### src/hw/rtl/ffsa_pkg.sv
// Shared constants, payload structs and memory access types for the
// first-fit slot allocator. No dependencies.
`default_nettype none

package ffsa_pkg;

   localparam int ROWS          = 5;
   localparam int SLOTS_PER_ROW = 20;
   localparam int TOTAL_SLOTS   = ROWS * SLOTS_PER_ROW;
   localparam int TAG_BITS      = 42;
   localparam int LEN_W         = 5;
   localparam int ROW_W         = 3;
   localparam int SLOT_W        = 5;
   localparam int FREE_W        = 7;
   localparam int ADDR_W        = $clog2(TOTAL_SLOTS);

   localparam logic [ROW_W-1:0]  LAST_ROW   = ROW_W'(ROWS - 1);
   localparam logic [SLOT_W-1:0] LAST_SLOT  = SLOT_W'(SLOTS_PER_ROW - 1);
   localparam logic [LEN_W-1:0]  MAX_LEN    = LEN_W'(SLOTS_PER_ROW);
   localparam logic [FREE_W-1:0] FREE_RESET = FREE_W'(TOTAL_SLOTS);
   localparam logic [ADDR_W-1:0] LAST_ADDR  = ADDR_W'(TOTAL_SLOTS - 1);

   localparam logic REQ_ALLOC   = 1'b0;
   localparam logic REQ_RELEASE = 1'b1;

   typedef struct packed {
      logic                req_type;
      logic [TAG_BITS-1:0] vehicle_tag;
      logic [LEN_W-1:0]    vehicle_size;
   } ffsa_req_type;

   typedef struct packed {
      logic              ok;
      logic [ROW_W-1:0]  floor_index;
      logic [SLOT_W-1:0] slot_index;
      logic [FREE_W-1:0] free_slots;
   } ffsa_rsp_type;

   // owner tag and run length of one slot
   typedef struct packed {
      logic [TAG_BITS-1:0] owner;
      logic [LEN_W-1:0]    run_len;
   } ffsa_entry_type;

   typedef struct packed {
      logic              wr_en;
      logic [ADDR_W-1:0] addr;
      ffsa_entry_type    wdata;
   } ffsa_ram_req_type;

endpackage

`default_nettype wire

### src/hw/rtl/ffsa_slot_ram.sv
// Slot entry memory: owner tag and run length per slot, one write or read
// per cycle, registered read data. Uses ffsa_pkg.
`default_nettype none

module ffsa_slot_ram (
   input  wire logic                      clock,
   input  wire ffsa_pkg::ffsa_ram_req_type ram_req,
   output      ffsa_pkg::ffsa_entry_type   rdata
);

   ffsa_pkg::ffsa_entry_type mem [ffsa_pkg::TOTAL_SLOTS];
   ffsa_pkg::ffsa_entry_type rdata_ff;

   always_ff @(posedge clock) begin
      if (ram_req.wr_en) begin
         mem[ram_req.addr] <= ram_req.wdata;
      end
      rdata_ff <= mem[ram_req.addr];
   end

   assign rdata = rdata_ff;

endmodule

`default_nettype wire

### src/hw/rtl/ffsa_scan_ctrl.sv
// Request sequencer: used flags, free count and the scan over the slot
// memory for allocate and release. Uses ffsa_pkg and drives ffsa_slot_ram.
`default_nettype none

module ffsa_scan_ctrl (
   input  wire logic                       clock,
   input  wire logic                       reset,
   input  wire logic                       req_valid,
   output      logic                       req_ready,
   input  wire ffsa_pkg::ffsa_req_type     req_data,
   output      ffsa_pkg::ffsa_ram_req_type ram_req,
   input  wire ffsa_pkg::ffsa_entry_type   ram_rdata,
   output      logic                       res_valid,
   input  wire logic                       res_ready,
   output      ffsa_pkg::ffsa_rsp_type     res_data
);

   localparam logic [2:0] ST_IDLE        = 3'd0;
   localparam logic [2:0] ST_ALLOC_SCAN  = 3'd1;
   localparam logic [2:0] ST_ALLOC_WRITE = 3'd2;
   localparam logic [2:0] ST_REL_SCAN    = 3'd3;
   localparam logic [2:0] ST_REL_FREE    = 3'd4;
   localparam logic [2:0] ST_FINISH      = 3'd5;

   // control state
   logic [2:0]                         state_ff, state_in;
   logic [ffsa_pkg::TOTAL_SLOTS-1:0]   used_ff, used_in;
   logic [ffsa_pkg::FREE_W-1:0]        free_ff, free_in;
   logic                               issue_ff, issue_in;
   logic                               rd_vld_ff, rd_vld_in;

   // working registers
   logic [ffsa_pkg::TAG_BITS-1:0]      tag_ff, tag_in;
   logic [ffsa_pkg::LEN_W-1:0]         len_ff, len_in;
   logic [ffsa_pkg::ADDR_W-1:0]        addr_ff, addr_in;
   logic [ffsa_pkg::ROW_W-1:0]         row_ff, row_in;
   logic [ffsa_pkg::SLOT_W-1:0]        slot_ff, slot_in;
   logic [ffsa_pkg::LEN_W-1:0]         run_ff, run_in;
   logic                               rd_used_ff, rd_used_in;
   logic [ffsa_pkg::ADDR_W-1:0]        rd_addr_ff, rd_addr_in;
   logic [ffsa_pkg::ROW_W-1:0]         rd_row_ff, rd_row_in;
   logic [ffsa_pkg::SLOT_W-1:0]        rd_slot_ff, rd_slot_in;
   logic                               ok_ff, ok_in;
   logic [ffsa_pkg::ROW_W-1:0]         res_row_ff, res_row_in;
   logic [ffsa_pkg::SLOT_W-1:0]        res_slot_ff, res_slot_in;

   logic                               cur_used;
   logic [ffsa_pkg::LEN_W-1:0]         run_nxt;
   logic                               rel_hit;

   assign cur_used = used_ff[addr_ff];
   assign run_nxt  = cur_used ? '0 : run_ff + ffsa_pkg::LEN_W'(1);
   assign rel_hit  = rd_vld_ff && rd_used_ff && (ram_rdata.owner == tag_ff);

   always_comb begin
      state_in    = state_ff;
      used_in     = used_ff;
      free_in     = free_ff;
      issue_in    = issue_ff;
      rd_vld_in   = 1'b0;
      tag_in      = tag_ff;
      len_in      = len_ff;
      addr_in     = addr_ff;
      row_in      = row_ff;
      slot_in     = slot_ff;
      run_in      = run_ff;
      rd_used_in  = cur_used;
      rd_addr_in  = addr_ff;
      rd_row_in   = row_ff;
      rd_slot_in  = slot_ff;
      ok_in       = ok_ff;
      res_row_in  = res_row_ff;
      res_slot_in = res_slot_ff;

      req_ready         = 1'b0;
      res_valid         = 1'b0;
      ram_req.wr_en     = 1'b0;
      ram_req.addr      = addr_ff;
      ram_req.wdata     = '{owner: tag_ff, run_len: len_ff};

      unique case (state_ff)
         ST_IDLE: begin
            req_ready = 1'b1;
            if (req_valid) begin
               tag_in   = req_data.vehicle_tag;
               len_in   = req_data.vehicle_size;
               addr_in  = '0;
               row_in   = '0;
               slot_in  = '0;
               run_in   = '0;
               issue_in = 1'b1;
               if (req_data.req_type == ffsa_pkg::REQ_RELEASE) begin
                  state_in = ST_REL_SCAN;
               end else if (req_data.vehicle_size == '0 ||
                            ffsa_pkg::FREE_W'(req_data.vehicle_size) > free_ff ||
                            req_data.vehicle_size > ffsa_pkg::MAX_LEN) begin
                  ok_in       = 1'b0;
                  res_row_in  = '0;
                  res_slot_in = '0;
                  state_in    = ST_FINISH;
               end else begin
                  state_in = ST_ALLOC_SCAN;
               end
            end
         end

         ST_ALLOC_SCAN: begin
            if (run_nxt == len_ff) begin
               // run ends here: rewind to its first slot and fill it
               res_row_in  = row_ff;
               res_slot_in = slot_ff - ffsa_pkg::SLOT_W'(len_ff) + ffsa_pkg::SLOT_W'(1);
               addr_in     = addr_ff - ffsa_pkg::ADDR_W'(len_ff) + ffsa_pkg::ADDR_W'(1);
               run_in      = len_ff;
               state_in    = ST_ALLOC_WRITE;
            end else if (slot_ff == ffsa_pkg::LAST_SLOT) begin
               run_in = '0;
               if (row_ff == ffsa_pkg::LAST_ROW) begin
                  ok_in       = 1'b0;
                  res_row_in  = '0;
                  res_slot_in = '0;
                  state_in    = ST_FINISH;
               end else begin
                  row_in  = row_ff + ffsa_pkg::ROW_W'(1);
                  slot_in = '0;
                  addr_in = addr_ff + ffsa_pkg::ADDR_W'(1);
               end
            end else begin
               run_in  = run_nxt;
               slot_in = slot_ff + ffsa_pkg::SLOT_W'(1);
               addr_in = addr_ff + ffsa_pkg::ADDR_W'(1);
            end
         end

         ST_ALLOC_WRITE: begin
            ram_req.wr_en     = 1'b1;
            used_in[addr_ff]  = 1'b1;
            addr_in           = addr_ff + ffsa_pkg::ADDR_W'(1);
            run_in            = run_ff - ffsa_pkg::LEN_W'(1);
            if (run_ff == ffsa_pkg::LEN_W'(1)) begin
               free_in  = free_ff - ffsa_pkg::FREE_W'(len_ff);
               ok_in    = 1'b1;
               state_in = ST_FINISH;
            end
         end

         ST_REL_SCAN: begin
            // issue one read per cycle, compare the registered entry of the previous read
            rd_vld_in = issue_ff;
            if (issue_ff) begin
               addr_in = addr_ff + ffsa_pkg::ADDR_W'(1);
               if (slot_ff == ffsa_pkg::LAST_SLOT) begin
                  slot_in = '0;
                  if (row_ff == ffsa_pkg::LAST_ROW) begin
                     issue_in = 1'b0;
                  end else begin
                     row_in = row_ff + ffsa_pkg::ROW_W'(1);
                  end
               end else begin
                  slot_in = slot_ff + ffsa_pkg::SLOT_W'(1);
               end
            end
            if (rel_hit) begin
               rd_vld_in   = 1'b0;
               issue_in    = 1'b0;
               res_row_in  = rd_row_ff;
               res_slot_in = rd_slot_ff;
               addr_in     = rd_addr_ff;
               slot_in     = rd_slot_ff;
               run_in      = ram_rdata.run_len;
               state_in    = ST_REL_FREE;
            end else if (rd_vld_ff && rd_addr_ff == ffsa_pkg::LAST_ADDR) begin
               rd_vld_in   = 1'b0;
               ok_in       = 1'b0;
               res_row_in  = '0;
               res_slot_in = '0;
               state_in    = ST_FINISH;
            end
         end

         ST_REL_FREE: begin
            if (run_ff != '0 && cur_used) begin
               used_in[addr_ff] = 1'b0;
               free_in          = free_ff + ffsa_pkg::FREE_W'(1);
            end
            run_in  = run_ff - ffsa_pkg::LEN_W'(1);
            addr_in = addr_ff + ffsa_pkg::ADDR_W'(1);
            slot_in = slot_ff + ffsa_pkg::SLOT_W'(1);
            if (run_ff <= ffsa_pkg::LEN_W'(1) || slot_ff == ffsa_pkg::LAST_SLOT) begin
               ok_in    = 1'b1;
               state_in = ST_FINISH;
            end
         end

         ST_FINISH: begin
            res_valid = 1'b1;
            if (res_ready) begin
               state_in = ST_IDLE;
            end
         end

         default: begin
            state_in = ST_IDLE;
         end
      endcase
   end

   always_ff @(posedge clock) begin
      if (reset) begin
         state_ff  <= ST_IDLE;
         used_ff   <= '0;
         free_ff   <= ffsa_pkg::FREE_RESET;
         issue_ff  <= 1'b0;
         rd_vld_ff <= 1'b0;
      end else begin
         state_ff  <= state_in;
         used_ff   <= used_in;
         free_ff   <= free_in;
         issue_ff  <= issue_in;
         rd_vld_ff <= rd_vld_in;
      end
   end

   always_ff @(posedge clock) begin
      tag_ff      <= tag_in;
      len_ff      <= len_in;
      addr_ff     <= addr_in;
      row_ff      <= row_in;
      slot_ff     <= slot_in;
      run_ff      <= run_in;
      rd_used_ff  <= rd_used_in;
      rd_addr_ff  <= rd_addr_in;
      rd_row_ff   <= rd_row_in;
      rd_slot_ff  <= rd_slot_in;
      ok_ff       <= ok_in;
      res_row_ff  <= res_row_in;
      res_slot_ff <= res_slot_in;
   end

   assign res_data = '{ok: ok_ff, floor_index: res_row_ff,
                       slot_index: res_slot_ff, free_slots: free_ff};

endmodule

`default_nettype wire

### src/hw/rtl/first_fit_slot_allocator_core.sv
// First-fit slot allocator over a grid of 5 rows by 20 slots.
//
// Requests arrive on req_valid/req_ready/req_data: an allocate asks for a
// run of vehicle_size free slots inside one row and tags it; a release
// frees the run owned by the first used slot whose tag matches. Every
// request yields exactly one transfer on rsp_valid/rsp_ready/rsp_data with
// ok, the row and first slot of the run, and the free count afterwards.
// One request is worked at a time. An allocate walks the used flags one
// slot per cycle until the run fits and then writes one slot per cycle for
// the run length; a release reads the slot memory one entry per cycle until
// the tag matches and then frees one slot per cycle. The time to rsp_valid
// therefore depends on the scan length and the run length. Requests that
// fail the length check skip the scan and go straight to the finish state.
// A new request is taken the cycle after the result moves to the output
// register, so no new request is taken while an earlier one is in work.
// Reset clears all used flags and sets the free count to 100; no clearing
// pass is needed. A result waits in the output register while the receiver
// stalls, and the next request is still accepted in that time.
`default_nettype none

module first_fit_slot_allocator_core (
   input  wire logic                   clock,
   input  wire logic                   reset,
   input  wire logic                   req_valid,
   output      logic                   req_ready,
   input  wire ffsa_pkg::ffsa_req_type req_data,
   output      logic                   rsp_valid,
   input  wire logic                   rsp_ready,
   output      ffsa_pkg::ffsa_rsp_type rsp_data
);

   ffsa_pkg::ffsa_ram_req_type ram_req;
   ffsa_pkg::ffsa_entry_type   ram_rdata;
   logic                       res_valid;
   logic                       res_ready;
   ffsa_pkg::ffsa_rsp_type     res_data;

   logic                       rsp_valid_ff, rsp_valid_in;
   ffsa_pkg::ffsa_rsp_type     rsp_data_ff, rsp_data_in;

   ffsa_slot_ram u_slot_ram (
      .clock   (clock),
      .ram_req (ram_req),
      .rdata   (ram_rdata)
   );

   ffsa_scan_ctrl u_scan_ctrl (
      .clock     (clock),
      .reset     (reset),
      .req_valid (req_valid),
      .req_ready (req_ready),
      .req_data  (req_data),
      .ram_req   (ram_req),
      .ram_rdata (ram_rdata),
      .res_valid (res_valid),
      .res_ready (res_ready),
      .res_data  (res_data)
   );

   // output register: load when empty or being drained
   assign res_ready = !rsp_valid_ff || rsp_ready;

   always_comb begin
      rsp_valid_in = rsp_valid_ff;
      rsp_data_in  = rsp_data_ff;
      if (res_ready) begin
         rsp_valid_in = res_valid;
         if (res_valid) begin
            rsp_data_in = res_data;
         end
      end
   end

   always_ff @(posedge clock) begin
      if (reset) begin
         rsp_valid_ff <= 1'b0;
      end else begin
         rsp_valid_ff <= rsp_valid_in;
      end
   end

   always_ff @(posedge clock) begin
      rsp_data_ff <= rsp_data_in;
   end

   assign rsp_valid = rsp_valid_ff;
   assign rsp_data  = rsp_data_ff;

`ifndef SYNTHESIS
   a_free_bound: assert property (@(posedge clock) disable iff (reset)
      rsp_valid |-> rsp_data.free_slots <= ffsa_pkg::FREE_RESET)
      else $error("free count above slot total");

   a_fail_zero: assert property (@(posedge clock) disable iff (reset)
      (rsp_valid && !rsp_data.ok) |-> (rsp_data.floor_index == '0 &&
                                       rsp_data.slot_index == '0))
      else $error("failed result carries a position");

   a_pos_range: assert property (@(posedge clock) disable iff (reset)
      (rsp_valid && rsp_data.ok) |-> (rsp_data.floor_index <= ffsa_pkg::LAST_ROW &&
                                      rsp_data.slot_index <= ffsa_pkg::LAST_SLOT))
      else $error("result position outside the grid");

   a_one_at_a_time: assert property (@(posedge clock) disable iff (reset)
      (req_valid && req_ready) |=> !req_ready)
      else $error("request accepted while another is in work");
`endif

endmodule

`default_nettype wire

### config.mk
export PLATFORM = sky130hd
export DESIGN_NAME = first_fit_slot_allocator_core
export DESIGN_NICKNAME = d
export VERILOG_FILES = /design/src/hw/rtl/ffsa_pkg.sv /design/src/hw/rtl/ffsa_slot_ram.sv /design/src/hw/rtl/ffsa_scan_ctrl.sv /design/src/hw/rtl/first_fit_slot_allocator_core.sv
export SDC_FILE = /design/constraint.sdc
export NUM_CORES = 2
export LEC_CHECK = 0
export BUFFER_PORTS_ARGS = -buffer_cell sky130_fd_sc_hd__buf_4
export CAP_MARGIN = 20
export CORE_UTILIZATION = 50
export DETAILED_ROUTE_END_ITERATION = 10
export MAX_ROUTING_LAYER = met4
export PLACE_DENSITY_LB_ADDON = 0.25
export SYNTH_ARGS = -nofsm -noshare
export SYNTH_HDL_FRONTEND = slang
export SYNTH_MEMORY_MAX_BITS = 65536
export SYNTH_SLANG_ARGS = --single-unit
### constraint.sdc
create_clock -name clock -period 4.4 [get_ports clock]
set_clock_uncertainty 0.05 [all_clocks]
set_input_delay 0.44 -clock clock [delete_from_list [all_inputs] [get_ports clock]]
set_output_delay 0.44 -clock clock [all_outputs]
set_load 0.1 [all_outputs]
-- Yosys cells after proc, flatten, opt, wreduce, memory -nomap -nowiden
Memory sizes are Yosys's and may differ from the RTL's. A register that Yosys moved wholly into a read port is not among the register bits.
Cells that the tools add are included.
- register bits: 221
- RAM bits: 4700
- input port bits: 52
- output and inout bits: 18
- word-level logic and storage cells: 195
- memories: 1
- add/sub/neg operators: 11
- order comparisons: 5
- equality and inequality tests: 31
- mux-type cells: 87
- bitwise operators: 4
- reductions and logical operators: 33
- memory list (name ; depth ; bits a word ; rd ports ; clocked after memory_dff ; wr ports ; line ; source):
    u_slot_ram.mem ; 100 ; 47 ; 1 ; 1 ; 1 ; ffsa_slot_ram.sv:11 ; ffsa_pkg::ffsa_entry_type mem [ffsa_pkg::TOTAL_SLOTS];
- operators with widths (kind ; number):
    $pmux 100 s2 ; 1
    $and 100x100->100 ; 1
    $mux 100 ; 1
    $not 100->100 ; 1
    $or 100x100->100 ; 1
    $mux 5 ; 19
    $mux 3 ; 24
    $mux 7 ; 8
    $eq 42x42->1 ; 1
    $pmux 5 s4 ; 2
    $pmux 7 s4 ; 1
    $mux 1 ; 22
    $add 7x1->7 const B ; 3
    $ne 2x1->1 const B ; 9
    $pmux 3 s3 ; 2
    $pmux 3 s6 ; 1
    $add 5x1->5 const B ; 3
    $pmux 5 s3 ; 1
    $pmux 7 s2 ; 1
    $reduce_and 7->1 ; 2
    $sub 7x5->7 ; 2
    $ne 3x1->1 const B ; 4
    $reduce_and 11->1 ; 1
    $ne 2x2->1 const B ; 5
    other kinds (37) ; 55

-- Longest topological paths before layout
- depth in word-level cells: 8
- mapped depth: 15
- gate-level depth less buffers: 14

-- By module
Synthesis repeated with hierarchy kept, for this count alone.
- cell total of the unflattened synthesis: 11381
- area total of the unflattened synthesis: 191792.7 um^2
- modules (own cells, without submodules) (module ; times used ; cells each ; area an instance (um^2) ; sequential area each (um^2)):
    ffsa_slot_ram ; 1 ; 10309 ; 180234.1 ; 142076.3
    ffsa_scan_ctrl ; 1 ; 1051 ; 11023.1 ; 4844.6
    first_fit_slot_allocator_core ; 1 ; 21 ; 535.5 ; 500.5

-- Least setup slack after synthesis
No wires, ideal clock.
- path type: reg-to-reg
- start: register u_scan_ctrl.state_ff[0]
- end: register u_scan_ctrl.res_row_ff[0] (netlist bit), enable pin
- library setup time: 332 ps
- arrival: 4630 ps
- data required time: 4018 ps
- path slack: -612 ps
- stages on the path, launching flop included: 5
- buffers on the path: 1
- clock period less this slack: 5012 ps
- cell sequence: dfxtp_1 > clkbuf_1 > nor3_1 > and2_1 > o2111a_1
- word-level cells in the longest chain between the ends: 3
- elaborated cells on any way between the ends: 11
- classes of those cells: eq/ne (8); reduce/logical (3)
- ends and longest elaborated chain (element ; line ; source):
    from (decl) ; ffsa_scan_ctrl.sv:26 ; logic [2:0] state_ff, state_in;
    from (signal assigned) ; ffsa_scan_ctrl.sv:215 ; state_ff <= state_in;
    $eq 3x2->1, or another cell as far along ; ffsa_scan_ctrl.sv:81 ; unique case (state_ff)
    $ne 3x1->1 (no source line), or another cell as far along ; - ;
    $reduce_and 7->1 (no source line) * ; - ;
    to (signal assigned) ; ffsa_scan_ctrl.sv:235 ; res_row_ff <= res_row_in;
    to (decl) ; ffsa_scan_ctrl.sv:44 ; logic [ffsa_pkg::ROW_W-1:0] res_row_ff, res_row_in;
Every way passes the cells marked *; elsewhere a longest branch is shown, timed or not.
A chain may end at the register's enable or synchronous reset.

==> flow_metrics.env <==
export IMPL_worst_ep_required_time_ps=5310
export IMPL_tightestPinTransition_ps=1290
export IMPL_hold_class="input pin to register"
export IMPL_final_max_slew_violation_count=0
export IMPL_timing_critical_path_mode_cell="buf_4"
export IMPL_hpwlAfterDp_um=326000
export IMPL_fin_nets=10600
export IMPL_vias_in_the_first_global_route=104000
export IMPL_cp_buffers_inverters=5
export IMPL_setup_ws_ps=40.7
export IMPL_status="complete, no violations"
export IMPL_gp_congestion=0.891
export IMPL_cts_setup_buffers=0
export IMPL_initial_core_util=0.503
export IMPL_pin_count_of_the_biggest_net_entering_global_routing=120
export IMPL_cp_arrival_ps=5270
export IMPL_critical_path_reg2reg_startpoint="u_scan_ctrl.addr_ff[0]"
export IMPL_max_vdd_ir_drop_v=0.000427
export IMPL_clockRootBuffer="clkbuf_16"
export IMPL_route_antenna_remaining_nets=0
export IMPL_vias_per_cell=6.90
export IMPL_htree_num_levels=5
export IMPL_groute_usage_overall=0.319
export IMPL_synth_warnings=0
export IMPL_timing_final_hold_violations=0
export IMPL_synthesized_area_mm2=0.183
export IMPL_synth_fp_nets=9986
export IMPL_hold_path_cell_count=2
export IMPL_detailedRoute_firstIterationViolations=18200
export IMPL_count_of_buffers_from_port_buffering=69
export IMPL_synth_enable_flop_cells=4792
export IMPL_final_core_util=0.581
export IMPL_postSynthAreaPerCell_um2=18.5
export IMPL_placedInstanceArea_mm2=0.195
export IMPL_synth_seq_cells=4968
export IMPL_antenna_found_initial=39
export IMPL_finalPower_mw=133
export IMPL_tightest_slew_margin_relative_to_the_limit=0.128
export IMPL_power_per_cell_area_mw_per_mm2=629
export IMPL_fp_dieW_um=606
export IMPL_clk_insertion_delay_late_ps=1030
export IMPL_rr_worst_depth=11
export IMPL_dr_pass1_iters=6
export IMPL_die_y_um=606
export IMPL_timing_setup_critical_path_class="register to register"
export IMPL_post_synth_inst_count=9890
export IMPL_post_route_cells_drive_above_1_share=0.167
export IMPL_timing_final_crit_share=0.991
export IMPL_sequential_area_share_after_synthesis=0.807
export IMPL_clock_tree_from_tritoncts="yes"
export IMPL_critical_hold_path_startpoint="req_data[23]"
export IMPL_achievable_frequency_mhz=229
export IMPL_synth_lib_cells_used_distinct=84
export IMPL_drv_cap=0
export IMPL_asyncSetResetFlopFracSynth=0
export IMPL_overflow=0
export IMPL_coreArea_mm2=0.363
export IMPL_setup_viol_count_final=0
export IMPL_clock_tree_buffer_depth=4
export IMPL_finalCriticalPeriod_ps=4360
export IMPL_critPathMaxStageDelay_ps=750
export IMPL_pre_cts_ws_ps=23.0
export IMPL_critical_path_top_delay_family="buffers and inverters"
export IMPL_via_count=109000
export IMPL_worst_path_max_delay_cell="o21ai_0"
export IMPL_critPathLaunchType="register"
export IMPL_grt_pass1_wl_um=802000
export IMPL_placementRows=221
export IMPL_drc_violations=0
export IMPL_post_layout_inst_area_mm2=0.211
export IMPL_grt_setup_unrepaired="no"
export IMPL_reg2reg_setup_slack_ps=40
export IMPL_timing_critical_path_fanout_max=44
export IMPL_clk_pin_slew_ps=60
export IMPL_ioPinCount=70
export IMPL_critical_path_sink_type="register"
export IMPL_holdPathEnd="u_scan_ctrl.tag_ff[18]"
export IMPL_average_wire_per_cell_in_the_routed_design_um=36.8
export IMPL_worstReg2RegEnd="u_slot_ram.rdata[7]"
export IMPL_synthFlopType="edfxtp_1"
export IMPL_clock_sinks=4968
export IMPL_area_growth_from_synthesis_to_layout_pct=15.5
export IMPL_hold_slack_ps=74.7
export IMPL_critical_path_cell_chain="buf_4 -> buf_4 -> nor3_2 -> buf_12 -> buf_12 -> a22oi_1 -> nand4_1 -> o21ai_0 -> o21ai_0 -> buf_4 -> mux4_2"
export IMPL_design_die_area_mm2=0.368
export IMPL_nFillCells=26300
export IMPL_numCtsBuffers=469
export IMPL_totalWireLength_um=580000
export IMPL_power_leakage_nw=64.8
[what timing repair did]
action                     in CTS  in global routing
hold endpoints to repair       59                  0
setup endpoints to repair       0                  1
gates resized for setup         0                  1
hold buffers                   50                  0
[Yosys cell counts, drive strengths merged (41+ instances only)]
cell type | number | share of area
a211oi | 54 | 0.0022
a221oi | 300 | 0.014
edfxtp | 4792 | 0.79
mux4 | 125 | 0.015
buf | 296 | 0.0081
nand4 | 530 | 0.018
a31oi | 93 | 0.0033
nand2 | 88 | 0.0019
o21ai | 328 | 0.0090
nor2 | 140 | 0.0029
clkbuf | 416 | 0.0086
ha | 41 | 0.0028
a22o | 249 | 0.012
mux2 | 62 | 0.0038
a22oi | 1648 | 0.068
nand3 | 44 | 0.0012
mux2i | 42 | 0.0023
o211ai | 132 | 0.0054
xnor2 | 48 | 0.0023
dfxtp | 176 | 0.019
[per-stage QoR]
| stage | TNS (ps) | std cells |
|---|---|---|
| floorplan | -1107090 | 9890 |
| global placement | 0 | 14800 |
| detailed placement | 0 | 14800 |
| CTS | 0 | 15700 |
| global route | 0 | 15800 |
| finish | 0 | 15800 |
[flip-flops by register name (all words and copies together) (netlist names), 7 cells and up, named ones only]
register                flops
u_slot_ram.rdata           47
u_scan_ctrl.free_ff         7
u_scan_ctrl.rd_addr_ff      7
u_slot_ram.mem           4700
u_scan_ctrl.addr_ff         7
u_scan_ctrl.tag_ff         42
rsp_data                   16
[how the worst max path moves through the flow]
stage                                 from              endpoint  slack (ps)  depth (start not counted)
detailed placement  u_scan_ctrl.addr_ff[0]   u_slot_ram.rdata[8]          20                         11
CTS                 u_scan_ctrl.addr_ff[0]   u_slot_ram.rdata[8]          20                         11
global route        u_scan_ctrl.addr_ff[0]  u_slot_ram.rdata[39]          20                         11
global placement    u_scan_ctrl.addr_ff[0]   u_slot_ram.rdata[8]         100                         11
floorplan           u_scan_ctrl.addr_ff[6]              register        -370                          7
finish              u_scan_ctrl.addr_ff[0]   u_slot_ram.rdata[7]          40                         11
[layout make-up]
class                           count  area [µm²]  share of cell area
Clock buffer                      610       12600              0.0595
Tap cell                         4794        6000              0.0284
Inverter                           41         159            0.000753
Timing Repair Buffer              886        9670              0.0458
Multi-Input combinational cell   4169       32900               0.156
Antenna cell                       49         123            0.000581
Clock inverter                    253        2240              0.0106
Sequential cell                  4968      147000               0.699
[power by group]
| group | internal [mW] | switching [mW] |
|---|---|---|
| sequential | 54.6 | 0.966 |
| combinational | 11.9 | 25.8 |
| clock | 21.9 | 17.5 |
| total | 88.4 | 44.3 |
[cell families (layout without fill, tap and decap cells)]
family | Yosys count | count (layout) | share of synthesized area
AO/OA/AOI/OAI | 2933 | 2933 | 0.120
XOR/XNOR | 76 | 76 | 0.00364
adder cells (fa/ha/maj) | 44 | 44 | 0.00314
buffers and inverters | 753 | 1790 | 0.0175
flip-flops | 4968 | 4968 | 0.807
multiplexers | 229 | 229 | 0.0215
other | 0 | 49 | 0
AND/OR/NAND/NOR | 887 | 887 | 0.0273
[layout by cell type (no fill, tap or decap), drive strengths merged, types with 132 or more instances in the layout]
master and count:
buf 835, nor2 140, a22oi 1648, edfxtp 4792
clkinv 198, a22o 249, clkbuf 611, nand4 530
dfxtp 176, o211ai 132, o21ai 328, a221oi 300
[metal layers]
layer	up-vias	global-route usage	part of all wire
met5	-	-	0
met4	0	0.132	0.049
met3	1276	0.0693	0.13
met2	8282	0.472	0.45
met1	55800	0.431	0.37
li1	43400	-	-
[worst reg2reg max path, cell delays in order, from the launching register on]
cell	delay, ps
edfxtp_1	610
buf_4	290
buf_4	210
nor3_2	570
buf_12	390
buf_12	320
a22oi_1	160
nand4_1	150
o21ai_0	160
o21ai_0	750
buf_4	390
mux4_2	290
No activity file was read; power rests on OpenSTA's default activity.
